===== src/hw/rtl/klmp_pkg.sv =====
// Package for the key-metadata TLV parser: word types, result and error codes,
// parse phases, queue sizing and the Base64 character decode function.
// Used by every module of the parser and by its checker.
package klmp_pkg;

  // Record types and format limits. The highest format version is also the
  // one under which IV and key records are Base64 text.
  localparam logic [7:0] TYPE_IV            = 8'd1;
  localparam logic [7:0] TYPE_KEYVERSION    = 8'd2;
  localparam logic [7:0] TYPE_EEK           = 8'd3;
  localparam logic [7:0] TYPE_MKNAME        = 8'd4;
  localparam logic [7:0] FORMAT_VERSION_MAX = 8'd2;
  localparam logic [1:0] LENGTH_LAST_IDX    = 2'd3;  // fourth length byte

  // Result kinds.
  localparam logic [2:0] KIND_IV     = 3'd0;
  localparam logic [2:0] KIND_KEY    = 3'd1;
  localparam logic [2:0] KIND_NAME   = 3'd2;
  localparam logic [2:0] KIND_KEYVER = 3'd3;
  localparam logic [2:0] KIND_DONE   = 3'd4;
  localparam logic [2:0] KIND_ERROR  = 3'd5;

  // Error codes.
  localparam logic [2:0] ERR_NONE        = 3'd0;
  localparam logic [2:0] ERR_BAD_VERSION = 3'd1;
  localparam logic [2:0] ERR_BAD_TYPE    = 3'd2;
  localparam logic [2:0] ERR_TRUNCATED   = 3'd3;
  localparam logic [2:0] ERR_BAD_BASE64  = 3'd4;
  localparam logic [2:0] ERR_SHORT_KEYVER = 3'd5;

  // Decoded Base64 character markers.
  localparam logic [6:0] SEXTET_PAD = 7'd64;
  localparam logic [6:0] SEXTET_BAD = 7'd127;

  // One input byte yields at most three data results and one terminator.
  localparam int MAX_RESULTS = 4;
  localparam int FIFO_DEPTH  = 4;
  localparam int FIFO_AW     = $clog2(FIFO_DEPTH);

  typedef enum logic [2:0] {
    PH_VERSION,
    PH_TYPE,
    PH_LEN,
    PH_DATA,
    PH_SKIP,
    PH_DRAIN
  } phase_t;

  typedef struct packed {
    logic [7:0] in_byte;
    logic       in_last;
  } in_word_t;

  typedef struct packed {
    logic [2:0]  item_kind;
    logic [31:0] item_value;
    logic        field_end;
    logic [2:0]  error_code;
    logic        run_last;
  } out_word_t;

  // All results caused by one accepted byte.
  typedef struct packed {
    logic [2:0]                        count;
    out_word_t [MAX_RESULTS-1:0]       word;
  } bundle_t;

  // Head-of-queue view handed to the output stage.
  typedef struct packed {
    logic    empty;
    bundle_t head;
  } queue_view_t;

  // Standard alphabet: 0..63, SEXTET_PAD for '=', SEXTET_BAD otherwise.
  function automatic logic [6:0] sextet(input logic [7:0] c);
    logic [6:0] v;
    v = SEXTET_BAD;
    if (c >= 8'h41 && c <= 8'h5A) begin         // 'A'..'Z'
      v = 7'(c - 8'h41);
    end else if (c >= 8'h61 && c <= 8'h7A) begin  // 'a'..'z'
      v = 7'(c - 8'h61 + 8'd26);
    end else if (c >= 8'h30 && c <= 8'h39) begin  // '0'..'9'
      v = 7'(c - 8'h30 + 8'd52);
    end else if (c == 8'h2B) begin                // '+'
      v = 7'd62;
    end else if (c == 8'h2F) begin                // '/'
      v = 7'd63;
    end else if (c == 8'h3D) begin                // '='
      v = SEXTET_PAD;
    end
    return v;
  endfunction

endpackage


===== src/hw/rtl/klmp_parse.sv =====
// Parse stage: holds the TLV parse state and turns one accepted byte into a
// bundle of up to four results. Depends on klmp_pkg.
module klmp_parse import klmp_pkg::*; (
  input  logic     clk,
  input  logic     rst,
  input  logic     accept,
  input  in_word_t word,
  output logic     push,
  output bundle_t  bundle
);

  phase_t      phase, phase_next;
  logic [1:0]  format_version, format_version_next;
  logic [2:0]  record_type, record_type_next;
  logic [1:0]  length_bytes_seen, length_bytes_seen_next;
  logic [31:0] bytes_remaining, bytes_remaining_next;
  logic [23:0] b64_acc, b64_acc_next;
  logic [1:0]  b64_count, b64_count_next;
  logic        pad_seen, pad_seen_next;
  logic [31:0] kv_acc, kv_acc_next;

  logic [7:0]  b;
  logic [31:0] rem;
  logic        rem_zero;
  logic [31:0] length_full;
  logic [6:0]  sx;
  logic        is_pad, is_bad;
  logic [23:0] acc_shift;
  logic [1:0]  nb;
  logic [2:0]  err, err_final;
  logic [1:0]  data_n;
  logic [2:0]  data_kind;
  logic [31:0] data_val [MAX_RESULTS];
  logic [MAX_RESULTS-1:0] data_fend;
  logic        term;
  out_word_t   term_word;
  logic [2:0]  count;
  out_word_t   w;

  assign b           = word.in_byte;
  assign rem         = bytes_remaining - 32'd1;
  assign rem_zero    = (bytes_remaining == 32'd1);
  assign length_full = {bytes_remaining[23:0], b};
  assign sx          = sextet(b);
  assign is_pad      = (sx == SEXTET_PAD);
  assign is_bad      = (sx == SEXTET_BAD);
  assign acc_shift   = {b64_acc[17:0], is_pad ? 6'd0 : sx[5:0]};
  assign nb          = pad_seen ? 2'd1 : (is_pad ? 2'd2 : 2'd3);

  always_comb begin
    phase_next             = phase;
    format_version_next    = format_version;
    record_type_next       = record_type;
    length_bytes_seen_next = length_bytes_seen;
    bytes_remaining_next   = bytes_remaining;
    b64_acc_next           = b64_acc;
    b64_count_next         = b64_count;
    pad_seen_next          = pad_seen;
    kv_acc_next            = kv_acc;
    err                    = ERR_NONE;
    data_n                 = 2'd0;
    data_kind              = KIND_IV;
    data_fend              = '0;
    for (int k = 0; k < MAX_RESULTS; k++) begin
      data_val[k] = '0;
    end

    unique case (phase)
      PH_VERSION: begin
        if (b < 8'd1 || b > FORMAT_VERSION_MAX) begin
          err = ERR_BAD_VERSION;
        end else begin
          format_version_next = b[1:0];
          phase_next          = PH_TYPE;
        end
      end
      PH_TYPE: begin
        if (b < TYPE_IV || b > TYPE_MKNAME) begin
          err = ERR_BAD_TYPE;
        end else begin
          record_type_next       = b[2:0];
          length_bytes_seen_next = 2'd0;
          bytes_remaining_next   = '0;
          phase_next             = PH_LEN;
        end
      end
      PH_LEN: begin
        bytes_remaining_next = length_full;
        if (length_bytes_seen != LENGTH_LAST_IDX) begin
          length_bytes_seen_next = length_bytes_seen + 2'd1;
        end else begin
          length_bytes_seen_next = 2'd0;
          b64_acc_next           = '0;
          b64_count_next         = 2'd0;
          pad_seen_next          = 1'b0;
          kv_acc_next            = '0;
          if (record_type == TYPE_KEYVERSION[2:0] && length_full < 32'd4) begin
            err = ERR_SHORT_KEYVER;
          end else if ((record_type == TYPE_IV[2:0] || record_type == TYPE_EEK[2:0]) &&
                       format_version == FORMAT_VERSION_MAX[1:0] &&
                       length_full[1:0] != 2'd0) begin
            err = ERR_BAD_BASE64;
          end else begin
            phase_next = (length_full != 32'd0) ? PH_DATA : PH_TYPE;
          end
        end
      end
      PH_DATA: begin
        bytes_remaining_next = rem;
        if (record_type == TYPE_KEYVERSION[2:0]) begin
          kv_acc_next = {kv_acc[23:0], b};
          if (length_bytes_seen == LENGTH_LAST_IDX) begin
            length_bytes_seen_next = 2'd0;
            data_n                 = 2'd1;
            data_kind              = KIND_KEYVER;
            data_val[0]            = {kv_acc[23:0], b};
            data_fend[0]           = 1'b1;
            phase_next             = rem_zero ? PH_TYPE : PH_SKIP;
          end else begin
            length_bytes_seen_next = length_bytes_seen + 2'd1;
          end
        end else if (record_type == TYPE_MKNAME[2:0] || format_version == 2'd1) begin
          data_n       = 2'd1;
          data_kind    = (record_type == TYPE_IV[2:0])  ? KIND_IV :
                         (record_type == TYPE_EEK[2:0]) ? KIND_KEY : KIND_NAME;
          data_val[0]  = {24'd0, b};
          data_fend[0] = rem_zero;
          if (rem_zero) begin
            phase_next = PH_TYPE;
          end
        end else begin
          // Base64 character; a padded group must close its record.
          data_kind = (record_type == TYPE_IV[2:0]) ? KIND_IV : KIND_KEY;
          if (is_bad) begin
            err = ERR_BAD_BASE64;
          end else if (is_pad && b64_count < 2'd2) begin
            err = ERR_BAD_BASE64;
          end else if (!is_pad && pad_seen) begin
            err = ERR_BAD_BASE64;
          end else if (b64_count == 2'd3 && nb != 2'd3 && !rem_zero) begin
            err = ERR_BAD_BASE64;
          end else begin
            if (b64_count == 2'd3) begin
              data_n       = nb;
              data_val[0]  = {24'd0, acc_shift[23:16]};
              data_val[1]  = {24'd0, acc_shift[15:8]};
              data_val[2]  = {24'd0, acc_shift[7:0]};
              data_fend[0] = rem_zero && nb == 2'd1;
              data_fend[1] = rem_zero && nb == 2'd2;
              data_fend[2] = rem_zero && nb == 2'd3;
              b64_count_next = 2'd0;
              b64_acc_next   = '0;
              pad_seen_next  = 1'b0;
            end else begin
              b64_acc_next   = acc_shift;
              b64_count_next = b64_count + 2'd1;
              if (is_pad) begin
                pad_seen_next = 1'b1;
              end
            end
            if (rem_zero) begin
              phase_next = PH_TYPE;
            end
          end
        end
      end
      PH_SKIP: begin
        bytes_remaining_next = rem;
        if (rem_zero) begin
          phase_next = PH_TYPE;
        end
      end
      PH_DRAIN: begin
      end
      default: begin
      end
    endcase

    // Terminating result: error, or done at the end of a clean blob.
    term      = 1'b0;
    term_word = '0;
    err_final = err;
    if (phase != PH_DRAIN) begin
      if (err == ERR_NONE && word.in_last && phase_next != PH_TYPE) begin
        err_final = ERR_TRUNCATED;
      end
      if (err_final != ERR_NONE) begin
        term                 = 1'b1;
        term_word.item_kind  = KIND_ERROR;
        term_word.error_code = err_final;
        phase_next           = PH_DRAIN;
      end else if (word.in_last) begin
        term                = 1'b1;
        term_word.item_kind = KIND_DONE;
      end
    end

    // The last byte of a blob returns the parser to its reset state.
    if (word.in_last) begin
      phase_next             = PH_VERSION;
      format_version_next    = '0;
      record_type_next       = '0;
      length_bytes_seen_next = '0;
      bytes_remaining_next   = '0;
      b64_acc_next           = '0;
      b64_count_next         = '0;
      pad_seen_next          = 1'b0;
      kv_acc_next            = '0;
    end

    count = {1'b0, data_n} + {2'b0, term};
    for (int i = 0; i < MAX_RESULTS; i++) begin
      w = '0;
      if (3'(i) < {1'b0, data_n}) begin
        w.item_kind  = data_kind;
        w.item_value = data_val[i];
        w.field_end  = data_fend[i];
      end else if (term && 3'(i) == {1'b0, data_n}) begin
        w = term_word;
      end
      w.run_last     = (3'(i) + 3'd1 == count);
      bundle.word[i] = w;
    end
    bundle.count = count;
  end

  assign push = accept && (count != 3'd0);

  always_ff @(posedge clk) begin
    if (rst) begin
      phase             <= PH_VERSION;
      format_version    <= '0;
      record_type       <= '0;
      length_bytes_seen <= '0;
      bytes_remaining   <= '0;
      b64_acc           <= '0;
      b64_count         <= '0;
      pad_seen          <= 1'b0;
      kv_acc            <= '0;
    end else if (accept) begin
      phase             <= phase_next;
      format_version    <= format_version_next;
      record_type       <= record_type_next;
      length_bytes_seen <= length_bytes_seen_next;
      bytes_remaining   <= bytes_remaining_next;
      b64_acc           <= b64_acc_next;
      b64_count         <= b64_count_next;
      pad_seen          <= pad_seen_next;
      kv_acc            <= kv_acc_next;
    end
  end

endmodule


===== src/hw/rtl/klmp_fifo.sv =====
// Result queue: holds result bundles between the parse stage and the output
// stage, one bundle per entry. Depends on klmp_pkg.
module klmp_fifo import klmp_pkg::*; (
  input  logic        clk,
  input  logic        rst,
  input  logic        push,
  input  bundle_t     push_data,
  input  logic        pop,
  output logic        full,
  output queue_view_t view
);

  bundle_t              mem [FIFO_DEPTH];
  logic [FIFO_AW-1:0]   wr_ptr, rd_ptr;
  logic [FIFO_AW:0]     fill;

  assign full       = (fill == (FIFO_AW+1)'(FIFO_DEPTH));
  assign view.empty = (fill == '0);
  assign view.head  = mem[rd_ptr];

  always_ff @(posedge clk) begin
    if (push) begin
      mem[wr_ptr] <= push_data;
    end
  end

  always_ff @(posedge clk) begin
    if (rst) begin
      wr_ptr <= '0;
      rd_ptr <= '0;
      fill   <= '0;
    end else begin
      if (push) begin
        wr_ptr <= wr_ptr + 1'b1;
      end
      if (pop) begin
        rd_ptr <= rd_ptr + 1'b1;
      end
      if (push && !pop) begin
        fill <= fill + 1'b1;
      end else if (pop && !push) begin
        fill <= fill - 1'b1;
      end
    end
  end

endmodule


===== src/hw/rtl/klmp_emit.sv =====
// Output stage: walks the results of the bundle at the queue head and hands
// them out one word per handshake. Depends on klmp_pkg.
module klmp_emit import klmp_pkg::*; (
  input  logic        clk,
  input  logic        rst,
  input  queue_view_t view,
  input  logic        item_stall,
  output logic        item_valid,
  output out_word_t   item_word,
  output logic        pop
);

  logic [1:0] idx;
  logic       last_of_bundle;

  assign item_valid     = !view.empty;
  assign item_word      = view.head.word[idx];
  assign last_of_bundle = ({1'b0, idx} + 3'd1 == view.head.count);
  assign pop            = item_valid && !item_stall && last_of_bundle;

  always_ff @(posedge clk) begin
    if (rst) begin
      idx <= '0;
    end else if (item_valid && !item_stall) begin
      idx <= last_of_bundle ? 2'd0 : idx + 2'd1;
    end
  end

endmodule


===== src/hw/rtl/key_metadata_tlv_parser_top.sv =====
// Key-metadata TLV parser. Results of an accepted byte are registered in the
// result queue before they are offered. Throughput: one byte per cycle in
// unless byte_stall, one result per cycle out unless item_stall; a four-entry
// result queue sets when byte_stall rises, and a byte's results go out in turn.
// Reset is synchronous on rst: parse state returns to "expect version" and the
// result queue empties.
//
// The blob starts with a version byte (1 or 2), then records of type byte,
// 32-bit big-endian length and data. Under version 2 the IV and encrypted key
// records are Base64 text, and every fourth character releases up to three
// bytes. The key version record yields one 32-bit unsigned word. Any error is
// reported once, after which bytes are dropped until the byte marked in_last.
//
// Structure: the parse stage works out all results of a byte combinationally
// and writes them as one bundle into the queue; the output stage then presents
// the bundle's words in order, flagging the last one with run_last.
module key_metadata_tlv_parser_top import klmp_pkg::*; (
  input  logic      clk,
  input  logic      rst,
  input  logic      byte_valid,
  output logic      byte_stall,
  input  in_word_t  byte_word,
  output logic      item_valid,
  input  logic      item_stall,
  output out_word_t item_word
);

  logic        accept;
  logic        push;
  logic        pop;
  logic        full;
  bundle_t     bundle;
  queue_view_t view;

  // The stall is a registered queue-full flag, so it never waits on the
  // output side within the same cycle.
  assign byte_stall = full;
  assign accept     = byte_valid && !full;

  klmp_parse u_parse (
    .clk    (clk),
    .rst    (rst),
    .accept (accept),
    .word   (byte_word),
    .push   (push),
    .bundle (bundle)
  );

  klmp_fifo u_fifo (
    .clk       (clk),
    .rst       (rst),
    .push      (push),
    .push_data (bundle),
    .pop       (pop),
    .full      (full),
    .view      (view)
  );

  klmp_emit u_emit (
    .clk        (clk),
    .rst        (rst),
    .view       (view),
    .item_stall (item_stall),
    .item_valid (item_valid),
    .item_word  (item_word),
    .pop        (pop)
  );

endmodule


===== config.mk =====
export PLATFORM = sky130hd
export DESIGN_NAME = key_metadata_tlv_parser_top
export DESIGN_NICKNAME = d
export VERILOG_FILES = /design/src/hw/rtl/klmp_pkg.sv /design/src/hw/rtl/klmp_parse.sv /design/src/hw/rtl/klmp_fifo.sv /design/src/hw/rtl/klmp_emit.sv /design/src/hw/rtl/key_metadata_tlv_parser_top.sv
export SDC_FILE = /design/constraint.sdc
export NUM_CORES = 1
export LEC_CHECK = 0
export ABC_AREA = 1
export ABC_CLOCK_PERIOD_IN_PS = 9850
export BUFFER_PORTS_ARGS = -buffer_cell sky130_fd_sc_hd__buf_2
export CELL_PAD_IN_SITES_DETAIL_PLACEMENT = 0
export CELL_PAD_IN_SITES_GLOBAL_PLACEMENT = 1
export CORE_MARGIN = 2
export CORE_UTILIZATION = 45
export CTS_CLUSTER_SIZE = 12
export DETAILED_ROUTE_END_ITERATION = 8
export HOLD_SLACK_MARGIN = 0.12
export PLACE_DENSITY_LB_ADDON = 0.2
export SYNTH_ARGS = -nofsm -noshare
export SYNTH_HDL_FRONTEND = slang
export SYNTH_SLANG_ARGS = --single-unit

===== constraint.sdc =====
create_clock -name clk -period 9.85 [get_ports clk]
set_input_delay 0.4925 -clock clk [delete_from_list [all_inputs] [get_ports clk]]
set_output_delay 0.4925 -clock clk [all_outputs]
set_load 0.03 [all_outputs]

==> impl_metrics.env, run 1 <==
export IMPL_holdCritStartpoint="item_stall"
export IMPL_drt_iter0_drc=1134
export IMPL_arrival_ns=6.23
export IMPL_ant_nets=0
export IMPL_grt_pass1_wl_um=80180
export IMPL_start_util_pct=45.84
export IMPL_period_share_pct=61.32
export IMPL_startpoint_type="input port"
export IMPL_first_pass_iters=7
export IMPL_clock_path_buffers=3
export IMPL_utilization_pct=51.08
export IMPL_cp_required_ns=10.04
export IMPL_cts_buffers=46
export IMPL_grt_overflow_total=0
export IMPL_synth_edf_count=324
export IMPL_drc_errors=0
export IMPL_syn_area_sq_um=19360
export IMPL_drt_total_wl_um=51290
export IMPL_power_w=0.005240
export IMPL_finalWeightedCongestion=0.8380
export IMPL_synth_avg_cell_area_sq_um=9.448
export IMPL_die_area_sq_um=44690
export IMPL_synth_top_cell_by_area="edfxtp_1"
export IMPL_viasPerCell=5.535
export IMPL_io_pins=55
export IMPL_cts_sinks=422
export IMPL_drv_cap=0
export IMPL_cts_resized=0
export IMPL_syn2layout_area_growth_pct=11.41
export IMPL_yosys_register_bits=422
export IMPL_slew_headroom_pct=26.62
export IMPL_rows=75
export IMPL_ys_seq_area_share_pct=60.39
export IMPL_crit_family="simple AND/OR/NAND/NOR gates"
export IMPL_max_stage_delay_ns=0.90
export IMPL_ys_async_sr_fraction_pct=0
export IMPL_pre_cts_ws_ns=3.292
export IMPL_layout_commonest_cell="nor2_1"
export IMPL_synth_warnings=0
export IMPL_status="finished, final reports clean"
export IMPL_p_leak_nw=7.925
export IMPL_port_buffers=54
export IMPL_die_height_um=211.4
export IMPL_vias=14750
export IMPL_hold_slack_ns=0.2650
export IMPL_rsz0062_at_grt="no"
export IMPL_rr_startpoint="u_parse.phase[1]"
export IMPL_crit_fanout=49
export IMPL_diodes=0
export IMPL_ys_flop_type="edfxtp_1"
export IMPL_synthCells=2049
export IMPL_drive_gt1_share_pct=9.454
export IMPL_cts_max_level=2
export IMPL_grt_max_degree=103
export IMPL_ys_top_cells_by_area="edfxtp_1 50%, dfxtp_1 10%, nor2_1 7.3%, o21ai_0 5.6%, nand2_1 5.3%"
export IMPL_fmax_ghz=0.1656
export IMPL_clkLatencyLatePin_ns=0.58
export IMPL_setup_ws_ns=3.810
export IMPL_cts_tree="done"
export IMPL_final_cell_mix="374 x nor2_1, 324 x edfxtp_1, 272 x nand2_1"
export IMPL_ctsRootBufferMaster="clkbuf_16"
export IMPL_dp_hpwl_um=32030
export IMPL_min_path_type="input port to flip-flop"
export IMPL_slew_viol_final=0
export IMPL_die_w_um=211.4
export IMPL_timing_critical_path_from="byte_word[4]"
export IMPL_critPathCaptureType="flip-flop"
export IMPL_finalSetupViolations=0
export IMPL_tightest_slew_ns=1.098
export IMPL_grt_pass1_vias=14150
export IMPL_coreArea_sq_um=42230
export IMPL_peakVddDrop_mv=0.1184
export IMPL_slowest_stage="nor2_4"
export IMPL_grtUsageTotal_pct=23.11
export IMPL_critical_path_class="input port to flip-flop"
export IMPL_cp_num_buf_inv=7
export IMPL_synth_distinct_cells=45
export IMPL_powerDensity_nw_per_um2=242.9
export IMPL_routedWlPerCell_um=19.25
export IMPL_fin_tns_setup_ns=0
export IMPL_postCtsHoldBufs=0
export IMPL_postCtsSetupRepairBufs=0
export IMPL_rrSetupSlack_ns=3.85
export IMPL_path_clk_slew_ns=0.06
export IMPL_period_needed_ns=6.040
export IMPL_finClkSkew_ns=0.01896
export IMPL_fin_nets=2127
export IMPL_crit_path_frequent_cell="nand2_1"
export IMPL_hold_viol_final=0
export IMPL_antenna_found_initial=0
export IMPL_yosys_area_top_type_share_pct=50.26
## area by class of cell
class,instances,area [sq um]
Fill cell,3922,20660
Sequential cell,422,11700
Multi-Input combinational cell,1380,6733
Clock buffer,63,1296
Tap cell,539,674.4
Inverter,171,648.1
Timing Repair Buffer,72,405.4
Clock inverter,18,115.1
## cells in the mapped netlist (6+ instances only)
cell	number
o211ai_1	8
ha_1	20
a21oi_1	109
nor2_1	379
nor2_2	10
nand4_1	15
xor2_1	14
dfxtp_1	98
nand3_1	85
o21ai_0	217
inv_2	13
edfxtp_1	324
buf_2	9
o22ai_1	72
nand3_2	9
nor3_1	43
nand2_2	12
nand2_1	272
clkbuf_1	86
nor4_1	8
inv_1	152
o32ai_1	6
a211oi_1	27
a31oi_1	13
## logic make-up (layout without fill, tap and decap cells)
| kind of cell | after synthesis | after routing | synth area share (%) |
|---|---|---|---|
| compound gates | 463 | 463 | 13.26 |
| xor+xnor | 19 | 19 | 0.8596 |
| fa+ha+maj | 21 | 21 | 1.396 |
| buf+inv | 274 | 324 | 5.520 |
| flops | 422 | 422 | 60.39 |
| other cells | 1 | 28 | 0.01937 |
| simple gates | 849 | 849 | 18.56 |
## worst paths after layout
| check | cells after the start | to |
|---|---|---|
| max | 28 | u_fifo.mem[0][87] |
| min reg2reg | 2 | u_parse.kv_acc[18] |
| max reg2reg | 17 | u_fifo.mem[0][87] |
| min | 4 | u_emit.idx[0] |
## stage by stage
| stage | instance area [sq um] | std cells |
|---|---|---|
| after floorplan | 19460 | 2076 |
| after global placement | 20160 | 2584 |
| after detailed placement | 20160 | 2584 |
| after CTS | 21570 | 2665 |
| after global routing | 21570 | 2665 |
| final | 21570 | 2665 |
## routing by layer
| layer | wire length [um] | vias to the layer above | part of all wire [%] | track usage, % |
|---|---|---|---|---|
| met5 | 0 | - | 0 | 0 |
| met3 | 2509 | 74 | 4.9 | 2.908 |
| met2 | 24010 | 364 | 47 | 37.64 |
| li1 | - | 7155 | - | - |
| met4 | 1073 | 0 | 2.1 | 6.289 |
| met1 | 23700 | 7158 | 46 | 32.72 |
## where the power goes
group          switching (W)  internal [W]  total, W  leakage (nW)
sequential         0.0000841       0.00212   0.00220          3.82
combinational        0.00105      0.000374   0.00143          3.41
clock               0.000690      0.000920   0.00161         0.690
## state kept, by name, indices dropped and copies added, names as in the netlist, named ones only
signal	cells
u_emit.idx	2
u_fifo.fill	3
u_fifo.mem	324
u_fifo.rd_ptr	2
u_fifo.wr_ptr	2
u_parse.b64_acc	18
u_parse.b64_count	2
u_parse.bytes_remaining	32
u_parse.format_version	2
u_parse.kv_acc	24
u_parse.length_bytes_seen	2
u_parse.pad_seen	1
u_parse.phase	3
u_parse.record_type	3
## worst reg2reg max path, stage by stage (launching register included)
cell and delay [ns]:
dfxtp_1 0.39, inv_1 0.08, nor2_1 0.18, inv_1 0.11
nor2_1 0.41, inv_1 0.60, nor2_1 0.29, o21ai_0 0.23
nand4_1 0.17, nand2_1 0.11, inv_2 0.10, ha_1 0.15
ha_1 0.29, inv_1 0.10, a31oi_1 0.40, inv_1 0.31
nor2_4 0.90, buf_4 0.73
No activity file was read; power rests on OpenSTA's default activity.
==> run 2, diff against run 1 <==
--- a/config.mk
+++ b/config.mk
@@ -6,7 +6,7 @@
 export NUM_CORES = 1
 export LEC_CHECK = 0
 export ABC_AREA = 1
-export ABC_CLOCK_PERIOD_IN_PS = 9850
+export ABC_CLOCK_PERIOD_IN_PS = 6000
 export BUFFER_PORTS_ARGS = -buffer_cell sky130_fd_sc_hd__buf_2
 export CELL_PAD_IN_SITES_DETAIL_PLACEMENT = 0
 export CELL_PAD_IN_SITES_GLOBAL_PLACEMENT = 1
==> constraint.sdc (replaced) <==
create_clock -name clk -period 6 [get_ports clk]
set_input_delay 0.3 -clock clk [delete_from_list [all_inputs] [get_ports clk]]
set_output_delay 0.3 -clock clk [all_outputs]
set_load 0.03 [all_outputs]
==> run 2 against run 1 <==
Global-route usage fell by 0.19 points. Register-to-register slack got worse by 2.8 ns. Hold slack got worse by 0.073 ns. Sequential power grew 65%. Sequential share of layout area is 0.10 points lower. Power up 63%. Critical path depth fell by 1. Die area did not move. Clock power up 58%. Combinational power grew 63%. Critical path type unchanged.
==> impl_metrics.env, run 2 (synthesis gave the netlist of run 1 again) <==
export IMPL_status="finished, final reports clean"
export IMPL_finalSetupViolations=0
export IMPL_cts_tree="done"
export IMPL_crit_fanout=24
export IMPL_dp_hpwl_um=31220
export IMPL_grt_max_degree=106
export IMPL_slew_viol_final=0
export IMPL_syn2layout_area_growth_pct=11.63
export IMPL_startpoint_type="input port"
export IMPL_largest_reg_flops=324
export IMPL_drc_errors=0
export IMPL_die_area_sq_um=44690
export IMPL_ant_nets=0
export IMPL_critical_path_class="input port to flip-flop"
export IMPL_coreArea_sq_um=42230
export IMPL_cts_max_level=2
export IMPL_placed_cell_area_sq_um=20240
export IMPL_grtUsageTotal_pct=22.92
export IMPL_slowest_stage="dlygate4sd3_1"
export IMPL_reg2reg_to="u_fifo.mem[1][25]"
export IMPL_final_cell_mix="374 x nor2_1, 324 x edfxtp_1, 272 x nand2_1"
export IMPL_first_pass_iters=5
export IMPL_vias=14540
export IMPL_path_clk_slew_ns=0.06
export IMPL_hold_viol_final=0
export IMPL_die_w_um=211.4
export IMPL_io_pins=55
export IMPL_period_share_pct=83.59
export IMPL_max_stage_delay_ns=0.52
export IMPL_routedWlPerCell_um=18.98
export IMPL_tightest_slew_ns=1.097
export IMPL_layout_commonest_cell="nor2_1"
export IMPL_power_w=0.008516
export IMPL_period_needed_ns=5.016
export IMPL_peakVddDrop_mv=0.2197
export IMPL_fmax_ghz=0.1994
export IMPL_slew_headroom_pct=26.77
export IMPL_grt_pass1_wl_um=79450
export IMPL_arrival_ns=5.24
export IMPL_r2r_cells=19
export IMPL_port_buffers=54
export IMPL_antenna_found_initial=0
export IMPL_ctsRootBufferMaster="clkbuf_16"
export IMPL_crit_path_frequent_cell="nand2_1"
export IMPL_top_register="u_fifo.mem"
export IMPL_grt_pass1_vias=13920
export IMPL_holdCritStartpoint="byte_word[4]"
export IMPL_drt_total_wl_um=50650
export IMPL_rsz0062_at_grt="no"
export IMPL_fin_tns_setup_ns=0
export IMPL_rows=75
export IMPL_critPathCaptureType="flip-flop"
export IMPL_fin_nets=2133
export IMPL_hold_end="u_parse.kv_acc[3]"
export IMPL_min_path_cells=3
export IMPL_drive_gt1_share_pct=9.441
export IMPL_drv_cap=0
export IMPL_grt_use_met1_pct=32.57
export IMPL_top_regs="u_fifo.mem (324), u_parse.bytes_remaining (32), u_parse.kv_acc (24)"
export IMPL_rrSetupSlack_ns=1.10
export IMPL_clock_path_buffers=3
export IMPL_min_path_type="input port to flip-flop"
export IMPL_die_height_um=211.4
export IMPL_powerDensity_nw_per_um2=394.1
export IMPL_grt_overflow_total=0
export IMPL_cts_resized=0
export IMPL_rr_startpoint="u_parse.bytes_remaining[0]"
export IMPL_viasPerCell=5.451
export IMPL_diodes=0
export IMPL_finClkSkew_ns=0.03333
export IMPL_grt_util_met2_pct=37.05
export IMPL_clkLatencyLatePin_ns=0.58
export IMPL_fin_area_sq_um=21610
export IMPL_cts_sinks=422
export IMPL_drt_iter0_drc=1261
export IMPL_top_usage_layer="met2"
export IMPL_p_leak_nw=7.933
export IMPL_finalWeightedCongestion=0.8717
export IMPL_cp_required_ns=6.22
export IMPL_cts_buffers=45
export IMPL_start_util_pct=45.84
export IMPL_met3_usage_pct=3.338
[run 2: changes by cell type in the layout (fill, tap and decap cells not counted), sizes merged]
cell         delta
buf             +4
dlygate4sd3     +3
clkbuf          -2
clkinv          -2
[run 2: worst max path at each step]
stage	startpoint	endpoint	slack (ns)	cells after the start
floorplan	byte_word[3]	u_fifo.mem[0][0]	-1.23	27
CTS	byte_word[8]	u_fifo.mem[1][17]	1.02	27
finish	byte_word[8]	u_fifo.mem[1][25]	0.98	27
global route	byte_word[8]	u_fifo.mem[1][25]	0.56	27
global placement	byte_word[4]	u_fifo.mem[1][20]	0.65	28
detailed placement	byte_word[1]	u_fifo.mem[1][16]	0.49	29
[run 2: power breakdown]
part	internal [W]	switching, W	leakage (nW)
clock network	0.00143	0.00112	0.653
logic	0.000631	0.00170	3.46
registers	0.00348	0.000156	3.82
total	0.00554	0.00298	7.93
[run 2: repair_timing]
| action | 4_1_cts | 5_1_grt |
|---|---|---|
| endpoints found under the hold margin | 4 | 0 |
| setup buffers | 0 | 0 |
| hold buffers | 3 | 0 |
[run 2: area by class of cell]
class	instances	area [sq um]
Clock buffer	61	1226
Clock inverter	16	116.4
Fill cell	3885	20620
Inverter	171	648.1
Multi-Input combinational cell	1380	6733
Sequential cell	422	11700
Tap cell	539	674.4
Timing Repair Buffer	79	515.5
[run 2: critical path: cells and delay by family]
family,cells,cell delay (ns)
AO/OA/AOI/OAI,1,0.40
adder cells (fa/ha/maj),2,0.59
buffers and inverters,8,1.83
AND/OR/NAND/NOR,16,2.11
[run 2: routing by layer]
layer / wire length (um) / up-vias / part of all wire (%)
met5: 0 / - / 0
met4: 1019 / 0 / 2.0
met3: 2543 / 60 / 5.0
met2: 23500 / 334 / 46
met1: 23590 / 6996 / 47
li1: - / 7152 / -
[run 2: metrics by stage]
stage                     hold slack (ns)  setup slack [ns]  util, %  std cells
after global routing               0.1835            0.5568    51.17       2668
final                              0.1919            0.9844    51.17       2668
after floorplan                    0.4300            -1.226        -       2076
after CTS                          0.1719             1.023    51.17       2668
after detailed placement           0.4488            0.4867    47.92       2588
after global placement             0.4410            0.6502    47.92       2588
